`config.mk`:
```
export PLATFORM = sky130hd
export DESIGN_NAME = crank_missing_tooth_decoder_core
export DESIGN_NICKNAME = d
export VERILOG_FILES = /design/src/rtl/crmtd_pkg.sv /design/src/rtl/crank_missing_tooth_decoder_core.sv /design/src/rtl/crmtd_ram.sv /design/src/rtl/crmtd_div.sv
export SDC_FILE = /design/constraint.sdc
export NUM_CORES = 2
export LEC_CHECK = 0
export BUFFER_PORTS_ARGS = -buffer_cell sky130_fd_sc_hd__buf_2
export CORE_ASPECT_RATIO = 1.1
export CORE_MARGIN = 4
export CORE_UTILIZATION = 35
export CTS_CLUSTER_DIAMETER = 30
export DETAILED_ROUTE_END_ITERATION = 6
export HOLD_SLACK_MARGIN = 0.03
export PLACE_DENSITY_LB_ADDON = 0.05
export SETUP_SLACK_MARGIN = 0.15
export SLEW_MARGIN = 15
export SYNTH_ARGS = -nofsm -noshare
export SYNTH_HDL_FRONTEND = slang
export SYNTH_SLANG_ARGS = --single-unit
export TNS_END_PERCENT = 20
```
`constraint.sdc`:
```
create_clock -name clk -period 9.77 [get_ports clk]
set_input_delay 2.931 -clock clk [delete_from_list [all_inputs] [get_ports clk]]
set_output_delay 2.931 -clock clk [all_outputs]
set_load 0.02 [all_outputs]
```
`src/rtl/crmtd_pkg.sv`:
```
// Shared types and constants for the crank missing-tooth decoder.
package crmtd_pkg;

  // Divider operand widths: the rpm numerator fits in 26 bits and the
  // divisor is a 32 bit period times an 8 bit tooth count.
  localparam int DIV_DVD_W = 26;
  localparam int DIV_DSR_W = 40;

  // Shared multiplier operand and product widths.
  localparam int MUL_A_W = 32;
  localparam int MUL_B_W = 10;
  localparam int PROD_W  = MUL_A_W + MUL_B_W;

  localparam logic [DIV_DVD_W-1:0] RPM_NUMERATOR = 26'd60000000;
  localparam logic [MUL_B_W-1:0]   PCT_SCALE     = 10'd100;
  localparam logic [15:0]          RPM_MAX       = 16'hFFFF;
  localparam logic [7:0]           COUNT_MAX     = 8'hFF;

  // Configuration register indexes.
  localparam int CFG_IDX_W = 3;
  typedef enum logic [CFG_IDX_W-1:0] {
    CFG_MIN_PERIOD = 3'd0,
    CFG_GAP_RATIO  = 3'd1,
    CFG_GAPS_SYNC  = 3'd2,
    CFG_EFF_TEETH  = 3'd3,
    CFG_TEETH_REV  = 3'd4
  } crmtd_cfg_idx_t;

  // Request into the shared divider.
  typedef struct packed {
    logic                 start;
    logic [DIV_DVD_W-1:0] dividend;
    logic [DIV_DSR_W-1:0] divisor;
  } crmtd_div_req_t;

  // Status and result from the shared divider.
  typedef struct packed {
    logic                 busy;
    logic                 done;
    logic [DIV_DVD_W-1:0] quotient;
  } crmtd_div_rsp_t;

endpackage

```
`src/rtl/crank_missing_tooth_decoder_core.sv`:
```
// Top level of the crank missing-tooth decoder: sequencer, state and ports.
//
//  Channel | Direction | Handshake        | Beat contents
//  --------+-----------+------------------+-----------------------------------------
//  in_     | in        | in_valid/in_stall | tooth_time, one edge timestamp
//  out_    | out       | out_valid/out_stall | accepted, gap_seen, tooth_index,
//          |           |                  | in_sync, sync_gained, sync_dropped, rpm
//  cfg_    | in        | cfg_valid/cfg_ready | register index and write data
//
// A rejected edge passes the check and finish states before the next edge can
// be taken; an accepted edge out of sync also passes the ratio and update
// states, and one in sync the divisor, divide, wait, history and average states:
// one pass through the shared 26-step restoring divider for the raw rpm, then
// a history average by multiply with the reciprocal of the history depth.
// Reset is synchronous and active low; it clears the sync state, counters,
// history valid bits and the running history sum, and loads register defaults.
// A result beat stalled on out_stall sits in the output register while the
// next edge is already taken; the sequencer only waits if that register is
// still full when the following result is ready.
module crank_missing_tooth_decoder_core
  import crmtd_pkg::*;
#(
  parameter int HISTORY_DEPTH = 8
) (
  input  logic                 clk,
  input  logic                 rst_n,

  input  logic                 in_valid,
  output logic                 in_stall,
  input  logic [31:0]          in_tooth_time,

  output logic                 out_valid,
  input  logic                 out_stall,
  output logic                 out_accepted,
  output logic                 out_gap_seen,
  output logic [7:0]           out_tooth_index,
  output logic                 out_in_sync,
  output logic                 out_sync_gained,
  output logic                 out_sync_dropped,
  output logic [15:0]          out_engine_rpm,

  input  logic                 cfg_valid,
  output logic                 cfg_ready,
  input  logic [CFG_IDX_W-1:0] cfg_index,
  input  logic [15:0]          cfg_data
);

  localparam int PosW = (HISTORY_DEPTH > 1) ? $clog2(HISTORY_DEPTH) : 1;
  localparam int SumW = 16 + $clog2(HISTORY_DEPTH);
  localparam logic [PosW-1:0] POS_LAST = PosW'(HISTORY_DEPTH - 1);

  // The average is sum * AVG_MUL >> AvgShift, where AVG_MUL is the reciprocal
  // of the depth rounded up. The extra shift bits keep it exact for every sum.
  localparam int AvgShift = SumW + $clog2(HISTORY_DEPTH);
  localparam int AvgMulW  = SumW + 1;
  localparam int AvgProdW = SumW + AvgMulW;
  localparam logic [AvgMulW-1:0] AVG_MUL =
    AvgMulW'(((64'd1 << AvgShift) + 64'(HISTORY_DEPTH) - 64'd1) / 64'(HISTORY_DEPTH));

  typedef enum logic [3:0] {
    ST_IDLE,
    ST_CHECK,
    ST_RATIO,
    ST_UPDATE,
    ST_DEN,
    ST_DIV_RPM,
    ST_WAIT_RPM,
    ST_HIST,
    ST_AVG,
    ST_FINISH
  } state_t;

  // Configuration registers.
  logic [15:0] min_period_r;
  logic [9:0]  gap_ratio_r;
  logic [7:0]  gaps_sync_r;
  logic [7:0]  eff_teeth_r;
  logic [7:0]  teeth_rev_r;

  // Decoder state.
  logic [31:0] last_edge_r;
  logic [31:0] prev_period_r;
  logic [7:0]  tooth_cnt_r;
  logic [7:0]  gap_cnt_r;
  logic        sync_r;
  logic [15:0] rpm_r;
  logic [PosW-1:0]          hist_pos_r;
  logic [HISTORY_DEPTH-1:0] hist_vld_r;
  logic [SumW-1:0]          hist_sum_r;

  // Per-edge working registers.
  state_t      state_r;
  logic [31:0] time_r;
  logic [31:0] period_r;
  logic [PROD_W-1:0] prod_r;
  logic [PROD_W-1:0] lhs_r;
  logic [15:0] raw_r;
  logic        acc_r;
  logic        gap_r;
  logic        gained_r;
  logic        dropped_r;

  // Output register.
  logic        out_valid_r;
  logic        o_acc_r;
  logic        o_gap_r;
  logic [7:0]  o_tooth_r;
  logic        o_sync_r;
  logic        o_gained_r;
  logic        o_dropped_r;
  logic [15:0] o_rpm_r;

  logic              in_take;
  logic              out_take;
  logic              out_free;
  logic [MUL_A_W-1:0] mul_a;
  logic [MUL_B_W-1:0] mul_b;
  logic [PROD_W-1:0]  product;
  logic              gap_det;
  logic [7:0]        tooth_inc;
  logic [7:0]        gap_inc;
  logic              sync_upd;
  logic [15:0]       hist_old;
  logic [SumW-1:0]   hist_sum_nxt;
  logic [AvgProdW-1:0] avg_prod;
  logic [15:0]       ram_rdata;

  crmtd_div_req_t div_req;
  crmtd_div_rsp_t div_rsp;

  assign in_stall  = (state_r != ST_IDLE);
  assign in_take   = in_valid && !in_stall;
  assign out_take  = out_valid_r && !out_stall;
  assign out_free  = !out_valid_r || !out_stall;
  assign cfg_ready = 1'b1;

  // One multiplier is shared by the gap test and the rpm divisor.
  always_comb begin
    case (state_r)
      ST_CHECK: begin
        mul_a = period_r;
        mul_b = PCT_SCALE;
      end
      ST_RATIO: begin
        mul_a = prev_period_r;
        mul_b = gap_ratio_r;
      end
      ST_DEN: begin
        mul_a = period_r;
        mul_b = {2'b00, teeth_rev_r};
      end
      default: begin
        mul_a = period_r;
        mul_b = '0;
      end
    endcase
  end

  assign product = PROD_W'(mul_a) * PROD_W'(mul_b);

  // Gap and tooth bookkeeping. The gap test compares period*100, held in
  // lhs_r, against prev_period*gap_ratio in prod_r, both at full width.
  assign gap_det   = (prev_period_r != '0) && (lhs_r > prod_r);
  assign tooth_inc = (tooth_cnt_r != COUNT_MAX) ? tooth_cnt_r + 8'd1 : tooth_cnt_r;
  assign gap_inc   = (gap_cnt_r != COUNT_MAX) ? gap_cnt_r + 8'd1 : gap_cnt_r;

  always_comb begin
    if (gap_det) begin
      sync_upd = sync_r || (gap_inc >= gaps_sync_r);
    end else if (tooth_inc >= eff_teeth_r) begin
      sync_upd = 1'b0;
    end else begin
      sync_upd = sync_r;
    end
  end

  // History entries never written since reset read as zero. The running
  // sum drops the entry being replaced and adds the new raw rpm.
  assign hist_old     = hist_vld_r[hist_pos_r] ? ram_rdata : 16'd0;
  assign hist_sum_nxt = hist_sum_r - SumW'(hist_old) + SumW'(raw_r);

  // Average of the history, taken from the registered running sum.
  assign avg_prod = AvgProdW'(hist_sum_r) * AvgProdW'(AVG_MUL);

  crmtd_ram #(
    .Width (16),
    .Depth (HISTORY_DEPTH)
  ) u_hist_ram (
    .clk   (clk),
    .we    (state_r == ST_HIST),
    .waddr (hist_pos_r),
    .wdata (raw_r),
    .raddr (hist_pos_r),
    .rdata (ram_rdata)
  );

  // A zero divisor makes the divider return all ones, which saturates to
  // the rpm maximum just like an oversize quotient.
  always_comb begin
    div_req.start    = 1'b0;
    div_req.dividend = RPM_NUMERATOR;
    div_req.divisor  = prod_r[DIV_DSR_W-1:0];
    case (state_r)
      ST_DIV_RPM: begin
        div_req.start = 1'b1;
      end
      default: begin
        div_req.start = 1'b0;
      end
    endcase
  end

  crmtd_div u_div (
    .clk   (clk),
    .rst_n (rst_n),
    .req   (div_req),
    .rsp   (div_rsp)
  );

  // Configuration writes.
  always_ff @(posedge clk) begin
    if (!rst_n) begin
      min_period_r <= 16'd190;
      gap_ratio_r  <= 10'd150;
      gaps_sync_r  <= 8'd2;
      eff_teeth_r  <= 8'd35;
      teeth_rev_r  <= 8'd36;
    end else if (cfg_valid && cfg_ready) begin
      case (crmtd_cfg_idx_t'(cfg_index))
        CFG_MIN_PERIOD: min_period_r <= cfg_data;
        CFG_GAP_RATIO:  gap_ratio_r  <= cfg_data[9:0];
        CFG_GAPS_SYNC:  gaps_sync_r  <= cfg_data[7:0];
        CFG_EFF_TEETH:  eff_teeth_r  <= cfg_data[7:0];
        CFG_TEETH_REV:  teeth_rev_r  <= cfg_data[7:0];
        default: ;
      endcase
    end
  end

  // Sequencer with decoder state and the output register.
  always_ff @(posedge clk) begin
    if (!rst_n) begin
      state_r       <= ST_IDLE;
      last_edge_r   <= '0;
      prev_period_r <= '0;
      tooth_cnt_r   <= '0;
      gap_cnt_r     <= '0;
      sync_r        <= 1'b0;
      rpm_r         <= '0;
      hist_pos_r    <= '0;
      hist_vld_r    <= '0;
      hist_sum_r    <= '0;
      out_valid_r   <= 1'b0;
    end else begin
      // The finish state reloads the output register itself when it frees up.
      if (out_take && (state_r != ST_FINISH)) begin
        out_valid_r <= 1'b0;
      end
      case (state_r)
        ST_IDLE: begin
          if (in_take) begin
            time_r    <= in_tooth_time;
            period_r  <= in_tooth_time - last_edge_r;
            acc_r     <= 1'b0;
            gap_r     <= 1'b0;
            gained_r  <= 1'b0;
            dropped_r <= 1'b0;
            state_r   <= ST_CHECK;
          end
        end
        ST_CHECK: begin
          prod_r <= product;
          if (period_r >= {16'd0, min_period_r}) begin
            acc_r   <= 1'b1;
            state_r <= ST_RATIO;
          end else begin
            state_r <= ST_FINISH;
          end
        end
        ST_RATIO: begin
          lhs_r   <= prod_r;
          prod_r  <= product;
          state_r <= ST_UPDATE;
        end
        ST_UPDATE: begin
          gap_r         <= gap_det;
          prev_period_r <= period_r;
          last_edge_r   <= time_r;
          sync_r        <= sync_upd;
          if (gap_det) begin
            tooth_cnt_r <= '0;
            gap_cnt_r   <= gap_inc;
            gained_r    <= sync_upd && !sync_r;
          end else if (tooth_inc >= eff_teeth_r) begin
            tooth_cnt_r <= '0;
            gap_cnt_r   <= '0;
            dropped_r   <= sync_r;
          end else begin
            tooth_cnt_r <= tooth_inc;
          end
          state_r <= sync_upd ? ST_DEN : ST_FINISH;
        end
        ST_DEN: begin
          prod_r  <= product;
          state_r <= ST_DIV_RPM;
        end
        ST_DIV_RPM: begin
          state_r <= ST_WAIT_RPM;
        end
        ST_WAIT_RPM: begin
          if (div_rsp.done) begin
            raw_r   <= (|div_rsp.quotient[DIV_DVD_W-1:16]) ? RPM_MAX
                                                           : div_rsp.quotient[15:0];
            state_r <= ST_HIST;
          end
        end
        ST_HIST: begin
          hist_sum_r             <= hist_sum_nxt;
          hist_vld_r[hist_pos_r] <= 1'b1;
          hist_pos_r             <= (hist_pos_r == POS_LAST) ? '0 : hist_pos_r + PosW'(1);
          state_r                <= ST_AVG;
        end
        ST_AVG: begin
          rpm_r   <= avg_prod[AvgShift +: 16];
          state_r <= ST_FINISH;
        end
        ST_FINISH: begin
          if (out_free) begin
            out_valid_r <= 1'b1;
            o_acc_r     <= acc_r;
            o_gap_r     <= gap_r;
            o_tooth_r   <= tooth_cnt_r;
            o_sync_r    <= sync_r;
            o_gained_r  <= gained_r;
            o_dropped_r <= dropped_r;
            o_rpm_r     <= rpm_r;
            state_r     <= ST_IDLE;
          end
        end
        default: begin
          state_r <= ST_IDLE;
        end
      endcase
    end
  end

  assign out_valid        = out_valid_r;
  assign out_accepted     = o_acc_r;
  assign out_gap_seen     = o_gap_r;
  assign out_tooth_index  = o_tooth_r;
  assign out_in_sync      = o_sync_r;
  assign out_sync_gained  = o_gained_r;
  assign out_sync_dropped = o_dropped_r;
  assign out_engine_rpm   = o_rpm_r;

  // A beat can never report both gaining and losing sync.
  a_gain_drop_excl: assert property (@(posedge clk) disable iff (!rst_n)
    out_valid |-> !(out_sync_gained && out_sync_dropped))
    else $error("sync gained and dropped on the same beat");

  // A rejected edge carries no gap and no sync event.
  a_reject_quiet: assert property (@(posedge clk) disable iff (!rst_n)
    (out_valid && !out_accepted) |-> !(out_gap_seen || out_sync_gained || out_sync_dropped))
    else $error("rejected edge reports an event");

  // A gap always restarts the tooth index.
  a_gap_index: assert property (@(posedge clk) disable iff (!rst_n)
    (out_valid && out_gap_seen) |-> (out_tooth_index == 8'd0))
    else $error("gap with nonzero tooth index");

  // Gaining sync leaves the decoder in sync.
  a_gain_sync: assert property (@(posedge clk) disable iff (!rst_n)
    (out_valid && out_sync_gained) |-> out_in_sync)
    else $error("sync gained but not in sync");

  // The divider is only started when it is free.
  a_div_free: assert property (@(posedge clk) disable iff (!rst_n)
    div_req.start |-> !div_rsp.busy)
    else $error("divider started while busy");

endmodule

```
`src/rtl/crmtd_ram.sv`:
```
// Generic single-port-write, single-port-read RAM with registered read data.
module crmtd_ram #(
  parameter int Width = 16,
  parameter int Depth = 8,
  localparam int AddrW = (Depth > 1) ? $clog2(Depth) : 1
) (
  input  logic             clk,
  input  logic             we,
  input  logic [AddrW-1:0] waddr,
  input  logic [Width-1:0] wdata,
  input  logic [AddrW-1:0] raddr,
  output logic [Width-1:0] rdata
);

  logic [Width-1:0] mem [Depth];
  logic [Width-1:0] rdata_r;

  always_ff @(posedge clk) begin
    if (we) begin
      mem[waddr] <= wdata;
    end
    rdata_r <= mem[raddr];
  end

  assign rdata = rdata_r;

endmodule

```
`src/rtl/crmtd_div.sv`:
```
// Restoring shift-subtract divider, one quotient bit per cycle.
module crmtd_div
  import crmtd_pkg::*;
(
  input  logic           clk,
  input  logic           rst_n,
  input  crmtd_div_req_t req,
  output crmtd_div_rsp_t rsp
);

  localparam int CntW = $clog2(DIV_DVD_W + 1);

  logic                 busy_r;
  logic                 done_r;
  logic [CntW-1:0]      cnt_r;
  logic [DIV_DVD_W-1:0] quo_r;
  logic [DIV_DSR_W-1:0] dsr_r;
  logic [DIV_DSR_W:0]   rem_r;
  logic [DIV_DSR_W:0]   trial;
  logic                 fits;

  // The quotient register starts out holding the dividend and shifts its
  // bits out at the top while quotient bits enter at the bottom.
  assign trial = {rem_r[DIV_DSR_W-1:0], quo_r[DIV_DVD_W-1]};
  assign fits  = (trial >= {1'b0, dsr_r});

  always_ff @(posedge clk) begin
    if (!rst_n) begin
      busy_r <= 1'b0;
      done_r <= 1'b0;
      cnt_r  <= '0;
    end else begin
      done_r <= 1'b0;
      if (req.start) begin
        quo_r  <= req.dividend;
        dsr_r  <= req.divisor;
        rem_r  <= '0;
        cnt_r  <= CntW'(DIV_DVD_W);
        busy_r <= 1'b1;
      end else if (busy_r) begin
        rem_r <= fits ? (trial - {1'b0, dsr_r}) : trial;
        quo_r <= {quo_r[DIV_DVD_W-2:0], fits};
        cnt_r <= cnt_r - CntW'(1);
        if (cnt_r == CntW'(1)) begin
          busy_r <= 1'b0;
          done_r <= 1'b1;
        end
      end
    end
  end

  assign rsp.busy     = busy_r;
  assign rsp.done     = done_r;
  assign rsp.quotient = quo_r;

endmodule

```
==> flow_summary.yaml <==
status:
  status: "completed"
min_path:
  hold_class: "flop to flop"
yosys:
  postSynth.asyncResetShare: 0
  synthTopCellsByArea: "edfxtp_1, fa_1, dfxtp_1"
  synth_edf_count: 431
  syn_area_per_cell_sq_um: 10.2
  synth.ff_latch_count: 636
  synth_cell_types: 91
  ys.flop_type: "edfxtp_1"
  yosysTopAreaCell: "edfxtp_1"
  syn-instance-count: 3926
  yosysSeqAreaShare: 0.427
  synth_nets: 4485
  netlist_area_sq_um: 40000
  yosysWarnings: 0
  yosysTopAreaCellShare: 0.324
power_and_ir_drop:
  sw_frac_of_total: 0.274
  switchingPower_mw: 2.88
  leakage_nw: 20.1
  power_frac_comb: 0.154
  p_int_mw: 7.63
  powerDensity_nw_per_um2: 218
  vdd_drop_max_v: 0.000130
  clkPwrFrac: 0.550
  seq_power_share: 0.296
clock_network:
  cts-htree-levels: 4
  post_cts_buffers: 0
  clkTransAtPathRegs_ns: 0.05
  cts.sinks: 636
  hold_buffers: 0
  cts_buffers: 173
  clockRootBuffer: "clkbuf_16"
  clk_path_buf_depth: 3
  cts_tree: "done"
  clk_latency_ns: 0.78
  post_cts_resize_count: 0
setup_path:
  rr_endpoint: "prod_r[41]"
  worst_setup_path_end_kind: "flop"
  crit_end: "prod_r[41]"
  setup.worst_path.start_class: "flop"
  cp_data_required_time_ns: 10.27
  rrSetupSlack_ns: 1.84
  timing.rr.start: "state_r[1]"
  worstSetupPathType: "flop to flop"
  crit_arrival_ns: 8.43
  worstPathMaxFanout: 30
  rr_worst_depth: 22
  startpoint: "state_r[1]"
global_routing:
  antenna_found_initial: 3
  grtUsageTotal: 0.189
  grt_pass1_vias: 30000
  grt_start_max_net_pins: 68
  grt_pass1_wl_mm: 175
  gr-total-overflow: 0
floorplanning:
  die_area_sq_um: 120000
  die_y_um: 362
  die_x_um: 330
  core_area_sq_um: 113000
  initial_utilization: 0.354
  io-pin-count: 88
  row_count: 129
placement:
  hpwlAfterDp_mm: 79.6
  dpl.cell_count: 5407
  globalplace.congestion: 0.803
  port_buffers: 86
sta:
  layout_min_cycle_time_ns: 7.93
  worst_pin_slew_ns: 1.14
  maxSlewViolCount: 0
  finalSetupTns_ns: 0
  finalCritPeriodShare: 0.811
  rsz0062_at_grt: "no"
  setup_viol: 0
  slew_headroom: 0.238
  hold_violations: 0
  fmax_mhz: 126
  skew_ns: 0.0670
route:
  drt_iter0_markers: 1423
  drcViolationCount: 0
  ant_nets: 0
  drt_first_pass_iters: 5
  num_vias: 28300
  drt_wl_total_mm: 111
  via_per_inst: 4.94
  wl_per_cell_um: 19.3
cells_and_area:
  nNetsFinal: 4635
  area_growth_pct: 20.5
  final_core_util: 0.426
  fin_cells: 5735
  final_common_cell: "nand2_1"
  drive_gt1_frac: 0.122
  layout_common_cells: "nand2_1, inv_1, edfxtp_1"
flow_run:
  maxCapViolations: 0
## layer usage
layer / vias up / part of all wire / track usage
met4: 0 / 0.034 / 0.0716
met3: 175 / 0.032 / 0.0314
met5: - / 0 / 0
met1: 13900 / 0.46 / 0.248
li1: 13800 / - / -
met2: 420 / 0.48 / 0.315
## flip-flops by register name (all words and copies together), names as in the netlist, 19 cells and up
signal	flops
hist_sum_r	19
last_edge_r	32
lhs_r	42
period_r	32
prev_period_r	32
prod_r	42
time_r	32
u_div.dsr_r	40
u_div.quo_r	26
u_div.rem_r	40
u_hist_ram.mem	128
## cells in the mapped netlist, drive strengths merged, types with 10 or more instances
cell and n:
clkbuf 121, o21ai 88, buf 32, nor3 44
a21o 72, a21boi 10, dfxtp 205, fa 256
a21oi 293, ha 247, nand2b 38, nor2b 48
a22oi 72, nand2 566, nor2 241, nor4 19
inv 449, o211ai 19, nand4 49, mux2i 33
or2 26, xor2 39, nand3 72, or3 14
a211oi 22, a31oi 21, and2 93, edfxtp 431
xnor2 71, nand3b 10, o21a 35, mux2 31
o21bai 14, and3 26
## critical path, cell delays in order, from the launching register on
cell and delay [ns]:
dfxtp_1 0.53, nor2b_1 0.21, and2_2 0.68, buf_4 0.53
mux2i_1 0.44, nor2_1 0.09, fa_1 0.50, fa_1 0.53
fa_1 0.52, fa_1 0.54, inv_1 0.05, fa_1 0.52
inv_1 0.04, ha_1 0.39, a2111oi_2 0.42, o21ai_1 0.13
a41o_1 0.31, nand2_1 0.10, nand3_1 0.11, a41o_1 0.30
a221o_1 0.36, a21oi_1 0.18, xnor2_1 0.07
## kinds of logic after synthesis
logic type               Yosys count  share of synthesized area
AO/OA/AOI/OAI                    740                      0.121
buffers and inverters            602                     0.0584
XOR/XNOR                         110                     0.0241
adder cells (fa/ha/maj)          503                      0.206
multiplexers                      64                     0.0170
flip-flops                       636                      0.427
other                              1                  0.0000938
AND/OR/NAND/NOR                 1270                      0.147
## cell type report
cell class | instances | area (sq um)
antenna | 1 | 2.50
inverter | 449 | 1690
timing repair buffer | 128 | 746
multi-input combinational | 2688 | 20700
fill | 11200 | 64800
clock buffer | 226 | 4750
sequential | 636 | 17000
tap | 1506 | 1880
clock inverter | 101 | 1340
## per-stage QoR
stage | hold WS, ns | power [mW] | worst slack, ns | instance area (sq um)
3_5_place_dp | 0.406 | 4.81 | 1.90 | 42100
2_1_floorplan | 0.400 | 4.32 | 2.63 | 40000
5_1_grt | 0.427 | 11.1 | 1.31 | 48200
4_1_cts | 0.415 | 10.7 | 1.85 | 48200
6_report | 0.411 | 10.5 | 1.84 | 48200
3_3_place_gp | 0.403 | 4.82 | 1.95 | 42100
## worst min path at each step
stage	start	to	slack [ns]	cells after the start
after floorplan	acc_r	out_accepted	0.40	0
after global placement	gap_r	out_gap_seen	0.40	0
after detailed placement	gap_r	out_gap_seen	0.41	0
after CTS	rpm_r[6]	out_engine_rpm[6]	0.41	0
after global routing	gap_r	out_gap_seen	0.43	0
final	rpm_r[6]	out_engine_rpm[6]	0.41	0
## power by group through the flow
stage	Sequential, mW	Combinational (mW)	Clock [mW]
floorplan	3.10	1.22	0
global route	3.12	1.87	6.06
global placement	3.16	1.66	0
finish	3.11	1.62	5.78
detailed placement	3.16	1.65	0
CTS	3.12	1.66	5.91
No activity file was read; power rests on OpenSTA's default activity.
